--- config.mk ---
export PLATFORM = sky130hd
export DESIGN_NAME = rtsd_ctrl
export DESIGN_NICKNAME = d
export VERILOG_FILES = /design/src/rtl/rtsd_pkg.sv /design/src/rtl/rtsd_ctrl.sv
export SDC_FILE = /design/constraint.sdc
export NUM_CORES = 1
export LEC_CHECK = 0
export BUFFER_PORTS_ARGS = -buffer_cell sky130_fd_sc_hd__clkbuf_2
export CAP_MARGIN = 10
export CORE_AREA = 2 2 39 41
export DETAILED_ROUTE_END_ITERATION = 10
export DIE_AREA = 0 0 41 43
export PLACE_DENSITY_LB_ADDON = 0.15
export SYNTH_ARGS = -nofsm -noshare
export SYNTH_HDL_FRONTEND = slang
export SYNTH_SLANG_ARGS = --single-unit
--- constraint.sdc ---
create_clock -name aclk -period 1.8 [get_ports aclk]
set_input_delay 0.27 -clock aclk [delete_from_list [all_inputs] [get_ports aclk]]
set_output_delay 0.27 -clock aclk [all_outputs]
set_load 0.05 [all_outputs]
--- src/rtl/rtsd_pkg.sv ---
// ----------------------------------------------------------------------------
// rtsd_pkg
// Shared codes and controller/datapath interface types for the record table.
// ----------------------------------------------------------------------------
package rtsd_pkg;

    // action codes (s_tuser)
    localparam logic [2:0] ACT_ADD       = 3'd0;
    localparam logic [2:0] ACT_DEL_NAME  = 3'd1;
    localparam logic [2:0] ACT_DEL_YEAR  = 3'd2;
    localparam logic [2:0] ACT_DEL_SEX   = 3'd3;
    localparam logic [2:0] ACT_LIST_NAME = 3'd4;
    localparam logic [2:0] ACT_LIST_YEAR = 3'd5;

    // result status codes (m_tuser)
    localparam logic [2:0] ST_ADDED = 3'd0;
    localparam logic [2:0] ST_FULL  = 3'd1;
    localparam logic [2:0] ST_COUNT = 3'd2;
    localparam logic [2:0] ST_REC   = 3'd3;
    localparam logic [2:0] ST_EMPTY = 3'd4;

    localparam logic [7:0] CHAR_M = 8'h4D;
    localparam logic [7:0] CHAR_F = 8'h46;

    localparam logic [2:0] ADDR_CAPACITY = 3'd0;
    localparam logic [6:0] CAPACITY_RST  = 7'd64;

    typedef struct packed {
        logic       capture;
        logic       add_wr;
        logic       scan_start;
        logic       rd_issue;
        logic       emit;
        logic [2:0] emit_status;
        logic       del_commit;
        logic       list_step;
    } rtsd_cmd_t;

    typedef struct packed {
        logic add_ok;
        logic count_zero;
        logic rd_done;
        logic out_free;
        logic list_last;
    } rtsd_stat_t;

endpackage

--- src/rtl/rtsd_ctrl.sv ---
// ----------------------------------------------------------------------------
// rtsd_ctrl
// Sequencer: decodes the action and steps the datapath through scans.
// ----------------------------------------------------------------------------
module rtsd_ctrl import rtsd_pkg::*; (
    input  logic       aclk,
    input  logic       aresetn,
    input  logic       s_tvalid,
    input  logic [2:0] s_tuser,
    output logic       s_tready,
    input  rtsd_stat_t stat,
    output rtsd_cmd_t  cmd
);

    localparam logic [3:0] S_IDLE   = 4'd0;
    localparam logic [3:0] S_ADD    = 4'd1;
    localparam logic [3:0] S_DSCAN  = 4'd2;
    localparam logic [3:0] S_DDRAIN = 4'd3;
    localparam logic [3:0] S_DEND   = 4'd4;
    localparam logic [3:0] S_LSCAN  = 4'd5;
    localparam logic [3:0] S_LDRAIN = 4'd6;
    localparam logic [3:0] S_LEMIT  = 4'd7;
    localparam logic [3:0] S_EMPTY  = 4'd8;

    logic [3:0] state_reg, state_next;

    always_ff @(posedge aclk) begin
        if (!aresetn) begin
            state_reg <= S_IDLE;
        end else begin
            state_reg <= state_next;
        end
    end

    assign s_tready = (state_reg == S_IDLE);

    always_comb begin
        state_next = state_reg;
        cmd        = '0;
        unique case (state_reg)
            S_IDLE: begin
                if (s_tvalid) begin
                    cmd.capture = 1'b1;
                    case (s_tuser) inside
                        ACT_ADD: state_next = S_ADD;
                        ACT_DEL_NAME, ACT_DEL_YEAR, ACT_DEL_SEX: begin
                            if (stat.count_zero) begin
                                state_next = S_DEND;
                            end else begin
                                cmd.scan_start = 1'b1;
                                state_next     = S_DSCAN;
                            end
                        end
                        ACT_LIST_NAME, ACT_LIST_YEAR: begin
                            if (stat.count_zero) begin
                                state_next = S_EMPTY;
                            end else begin
                                cmd.scan_start = 1'b1;
                                state_next     = S_LSCAN;
                            end
                        end
                        default: state_next = S_IDLE;
                    endcase
                end
            end
            S_ADD: begin
                if (stat.out_free) begin
                    cmd.emit        = 1'b1;
                    cmd.emit_status = stat.add_ok ? ST_ADDED : ST_FULL;
                    cmd.add_wr      = stat.add_ok;
                    state_next      = S_IDLE;
                end
            end
            S_DSCAN: begin
                cmd.rd_issue = 1'b1;
                if (stat.rd_done) state_next = S_DDRAIN;
            end
            S_DDRAIN: state_next = S_DEND;
            S_DEND: begin
                if (stat.out_free) begin
                    cmd.emit        = 1'b1;
                    cmd.emit_status = ST_COUNT;
                    cmd.del_commit  = 1'b1;
                    state_next      = S_IDLE;
                end
            end
            S_LSCAN: begin
                cmd.rd_issue = 1'b1;
                if (stat.rd_done) state_next = S_LDRAIN;
            end
            S_LDRAIN: state_next = S_LEMIT;
            S_LEMIT: begin
                if (stat.out_free) begin
                    cmd.emit        = 1'b1;
                    cmd.emit_status = ST_REC;
                    cmd.list_step   = 1'b1;
                    if (stat.list_last) begin
                        state_next = S_IDLE;
                    end else begin
                        cmd.scan_start = 1'b1;
                        state_next     = S_LSCAN;
                    end
                end
            end
            S_EMPTY: begin
                if (stat.out_free) begin
                    cmd.emit        = 1'b1;
                    cmd.emit_status = ST_EMPTY;
                    state_next      = S_IDLE;
                end
            end
            default: state_next = S_IDLE;
        endcase
    end

endmodule

==> results of run 1 <==
repair_timing:
item,in CTS,in global routing
endpoints found under the setup margin,7,7
resized for setup,10,13
pin swaps,0,3
worst max-delay path, delay by kind of cell, from the launching register on:
family	cells	cell delay (ns)
compound gates	1	0.16
buf+inv	2	0.34
flops	1	0.37
simple gates	1	0.36
kinds of logic after synthesis:
family,count (synthesis),synth area share [%]
flip-flops,4,14.7
AND/OR/NAND/NOR,39,44.8
buffers and inverters,10,10.3
XOR/XNOR,3,4.83
AO/OA/AOI/OAI,20,25.3
cell type report:
cell class | instances | area (um2)
fill | 140 | 546
clock buffer | 3 | 22.5
timing repair buffer | 28 | 208
multi-input combinational | 62 | 490
tap | 16 | 20.0
sequential | 4 | 82.6
inverter | 4 | 15.0
layer usage:
layer	global-route usage, %	part of all wire (%)
met5	0	0
met4	10.0	2.1
met3	0	4.0
met2	27.2	50
met1	22.7	44
how the worst max path moves through the flow:
stage                       from      endpoint  slack, ns
finish              state_reg[2]        cmd[2]       0.04
global route        state_reg[1]        cmd[9]    -0.0002
CTS                 state_reg[2]        cmd[5]      0.005
detailed placement  state_reg[2]  state_reg[0]       0.15
global placement    state_reg[1]        cmd[5]       0.16
floorplan           state_reg[0]        cmd[7]      -0.30
layout by cell type, fill, tap and decap left out, types with 2 or more instances in the layout:
cell / netlist / final
nor4_1: 2 / 2
clkbuf_2: 0 / 13
nand3_1: 2 / 2
inv_1: 4 / 4
nor2_2: 0 / 2
xor2_1: 2 / 2
dfxtp_1: 4 / 2
clkbuf_4: 0 / 5
nor2_1: 7 / 4
a21oi_1: 5 / 4
dfxtp_2: 0 / 2
o22ai_1: 2 / 2
nand2_1: 8 / 7
o21ai_0: 5 / 5
a32o_1: 3 / 3
buf_2: 3 / 3
nor2b_1: 3 / 2
buf_8: 0 / 2
buf_4: 2 / 5
and3_1: 2 / 2
nor4b_4: 1 / 3
power by group:
| part | leakage, nW | internal (W) | switching [W] |
|---|---|---|---|
| sequential | 0.0335 | 0.000108 | 0.0000275 |
| combinational | 0.339 | 0.000270 | 0.000396 |
| clock | 0.0138 | 0.0000748 | 0.0000402 |
per-stage QoR:
step	TNS [ns]	hold WS [ns]	utilization, %	total power, W	std cells
final	0	0.242	60.6	0.000916	117
after floorplan	-0.667	0.384	-	0.000652	76
after global routing	-0.000214	0.264	60.6	0.000976	117
after global placement	0	0.497	54.2	0.000758	114
after CTS	0	0.245	58.5	0.000902	117
after detailed placement	0	0.505	54.2	0.000761	114
==> out/qor.yml, run 1 <==
worst-path-max-fanout: 10
design_area_um2: 838
finalCritPeriodShare_pct: 97.6
vias: 635
gp_routability_congestion: 0.764
synth_seq_area_share_pct: 14.7
pre_cts_slack_ns: 0.150
holdBufCountCts: 0
startpoint_type: "flip-flop"
synth_edf_count: 0
synth_area_leaders: "dfxtp_1 15%, a32o_1 5.5%, nand2_1 5.5%, nor2_1 4.8%, nor4b_1 4.8%"
design.core.area_um2: 1380
grt_use_total_pct: 17.3
port_buffers: 21
min_to: "state_reg[3]"
avgSynthCellArea_um2: 7.16
start_util_pct: 39.3
synthFlopType: "dfxtp_1"
worst_r2r_endpoint: "state_reg[0]"
wl_per_cell_um: 11.7
grt_pass1_vias: 507
slew_viol_final: 0
synth.most_common_cell: "nand2_1"
synth_top_area_share_pct: 14.7
drc_errors: 0
dr.pass1.iters: 4
worst_pin_slew_ns: 0.361
worstSetupPathType: "flip-flop to output port"
status: "finished, final reports clean"
nNetsFinal: 114
cts_buffers: 3
critPathArrivalTime_ns: 1.49
min_path_type: "primary input to flip-flop"
chipWidth_um: 41
clkLatencyLatePin_ns: 0.24
end_kind: "output port"
finalHoldViolCount: 0
grt_max_degree: 20
synthDistinctLibCells: 34
syn_area_um2: 544
synth_top_area_cell: "dfxtp_1"
largest_reg_flops: 4
cpMaxStageDelayCell: "dfxtp_2"
syn-num-nets: 87
clock.fmax_ghz: 0.569
rr_startpoint: "state_reg[2]"
die_y_um: 43
finClkSkew_ns: 0.00455
setup_ws_ns: 0.0440
r2r_setup_slack_ns: 0.24
pwr_density_cell_nw_per_um2: 1090
synthArstFlopShare_pct: 0
ios: 22
rows: 14
cap_violations: 0
clk_path_buf_depth: 2
area_growth_pct: 54.0
cts_root_buf: "clkbuf_4"
cts.sinks: 4
synthCells: 76
rsz0062_at_grt: "true"
hold_depth: 3
cts_tree: "yes"
antenna_cells: 0
place_area_um2: 749
antenna_found_initial: 0
synth_seq_cells: 4
crit_chain: "buf_4 > or3_1 > a21oi_2 > buf_8"
worstRegToRegCells: 5
netlist_top_cells_count: "8 x nand2_1, 7 x nor2_1, 5 x a21oi_1, 5 x o21ai_0"
cp.required_ns: 1.53
path_clk_slew_ns: 0.04
grt_pass1_wl_um: 2120
ir_drop_mv: 0.584
die_area_um2: 1760
min_period_ns: 1.76
ant_nets: 0
dp_hpwl_um: 1140
vias_per_cell: 5.43
drt_iter0_markers: 4
setup_viol: 0
cts.htree.levels: 1
drt_wl_total_um: 1370
hp-start: "aresetn"
critPathMaxStageDelay_ns: 0.37
gr-total-overflow: 0
ys_warn_count: 0
slew_headroom_pct: 75.9
post_cts_buffers: 0
power_leakage_nw: 0.386
drive_above_1_share_pct: 48.5
No activity file was read; power rests on OpenSTA's default activity.
==> inputs of run 2 (changes only) <==
--- a/config.mk
+++ b/config.mk
@@ -10,6 +10,7 @@
 export CORE_AREA = 2 2 39 41
 export DETAILED_ROUTE_END_ITERATION = 10
 export DIE_AREA = 0 0 41 43
+export GPL_TIMING_DRIVEN = 0
 export PLACE_DENSITY_LB_ADDON = 0.15
 export SYNTH_ARGS = -nofsm -noshare
 export SYNTH_HDL_FRONTEND = slang
==> out/qor.yml, run 2 (synthesis results as in run 1) <==
worst_pin_slew_ns: 0.373  # was 0.361 ns
slew_headroom_pct: 75.1  # was 75.9%
gp_routability_congestion: 0.860  # was 0.764
drt_iter0_markers: 11  # was 4
finalCritPeriodShare_pct: 98.4  # was 97.6%
die_area_um2: 1760  # unchanged
holdBufCountCts: 0  # unchanged
nNetsFinal: 115  # was 114
design.core.area_um2: 1380  # unchanged
layout_common_cells: "13 x clkbuf_2, 7 x nand2_1, 7 x clkbuf_4"  # was 13 x clkbuf_2, 7 x nand2_1, 5 x o21ai_0, 5 x clkbuf_4, 5 x buf_4
antenna_found_initial: 0  # unchanged
status: "finished, final reports clean"  # unchanged
antenna_cells: 0  # unchanged
cts_buffers: 3  # unchanged
grt_pass1_vias: 598  # was 507
die_y_um: 43  # unchanged
worst-path-max-fanout: 9  # was 10
grt_pass1_wl_um: 2410  # was 2120 um
finalCoreUtilization_pct: 63.0  # was 60.6%
crit_family: "buffers and inverters"  # was flip-flops
tns_ns: 0  # unchanged
drt_wl_total_um: 1480  # was 1370 um
port_buffers: 21  # unchanged
largest_reg_flops: 4  # unchanged
finClkSkew_ns: 0.00150  # was 0.00455 ns
grt_use_total_pct: 19.5  # was 17.3%
start_util_pct: 39.3  # unchanged
final_common_cell: "clkbuf_2"  # unchanged
min_period_ns: 1.77  # was 1.76 ns
ir_drop_mv: 0.652  # was 0.584 mV
power_leakage_nw: 0.397  # was 0.386 nW
crit_chain: "buf_6 > buf_12 > nor3_2 > o221a_2 > clkbuf_4"  # was buf_4 > or3_1 > a21oi_2 > buf_8
wl_per_cell_um: 12.5  # was 11.7 um
finalHoldViolCount: 0  # unchanged
cp.required_ns: 1.53  # about the same
cap_violations: 0  # unchanged
cpMaxStageDelayCell: "dfxtp_2"  # unchanged
cp_num_buf_inv: 3  # was 2
gr-total-overflow: 0  # unchanged
worstSetupPathType: "flip-flop to output port"  # unchanged
cts.htree.levels: 1  # unchanged
clkLatencyLatePin_ns: 0.23  # was 0.24 ns
cts_root_buf: "clkbuf_4"  # unchanged
critPathArrivalTime_ns: 1.50  # was 1.49 ns
ios: 22  # unchanged
chipWidth_um: 41  # unchanged
pwr_density_cell_nw_per_um2: 1090  # about the same
grt_max_degree: 11  # was 20
min_path_type: "primary input to flip-flop"  # unchanged
rows: 14  # unchanged
vias: 653  # was 635
end_kind: "output port"  # unchanged
area_growth_pct: 60.2  # was 54.0%
clk_path_buf_depth: 2  # unchanged
drive_above_1_share_pct: 48.0  # was 48.5%
startpoint_type: "flip-flop"  # unchanged
cts.sinks: 4  # unchanged
drc_errors: 0  # unchanged
vias_per_cell: 5.53  # was 5.43
dr.pass1.iters: 4  # unchanged
setup_viol: 0  # unchanged
slew_viol_final: 0  # unchanged
critPathMaxStageDelay_ns: 0.31  # was 0.37 ns
dp_hpwl_um: 1130  # was 1140 um
clock.fmax_ghz: 0.565  # was 0.569 GHz
ant_nets: 0  # unchanged
rsz0062_at_grt: "true"  # unchanged
cts_tree: "yes"  # unchanged
path_clk_slew_ns: 0.04  # about the same
[run 2: stage by stage]
step	worst slack, ns	total power (W)	hold slack [ns]	cell area, um2	cells
after floorplan	-0.301	0.000652	0.384	614	76
after global routing	-0.0419	0.00102	0.265	872	118
after CTS	-0.00333	0.000916	0.256	821	115
final	0.0287	0.000953	0.261	872	118
after global placement	0.0148	0.000763	0.502	739	113
after detailed placement	0.0101	0.000765	0.502	739	113
[run 2: cell type report]
class / count / area [um2]
tap: 16 / 20.0
clock buffer: 3 / 22.5
fill: 137 / 512
timing repair buffer: 24 / 180
sequential: 4 / 86.3
multi-input combinational: 62 / 479
buffer: 5 / 68.8
inverter: 4 / 15.0
[run 2: worst paths after layout]
check / start / to / slack [ns] / cells after the start
min reg2reg: state_reg[1] / state_reg[3] / 0.63 / 3
max reg2reg: state_reg[2] / state_reg[0] / 0.23 / 6
max: state_reg[2] / cmd[5] / 0.03 / 5
min: aresetn / state_reg[3] / 0.26 / 3
[run 2: per-layer routing]
layer / up-vias / routed length (um) / track usage [%]
met5: - / 0 / 0
met4: 0 / 0 / 8.67
met3: 0 / 96 / 3.14
met2: 29 / 771 / 31.3
met1: 289 / 611 / 24.0
li1: 335 / - / -
[run 2: repair_timing]
item,CTS,global route
endpoints found under the hold margin,0,0
gates resized for setup,16,13
pin swaps,2,5
setup buffers,0,3
endpoints found under the setup margin,9,10
[run 2: worst reg2reg max path, cell delays in order (launching register included)]
cell and delay [ns]:
dfxtp_2 0.31, buf_6 0.12, buf_4 0.14, nor4bb_1 0.13
nor3_2 0.33, o21ai_0 0.16, a32o_1 0.28
[run 2: power breakdown]
group          internal [W]  switching [W]  total [W]
registers          0.000109      0.0000222   0.000131
logic              0.000309       0.000407   0.000716
clock network     0.0000742      0.0000318   0.000106
total              0.000493       0.000461   0.000953
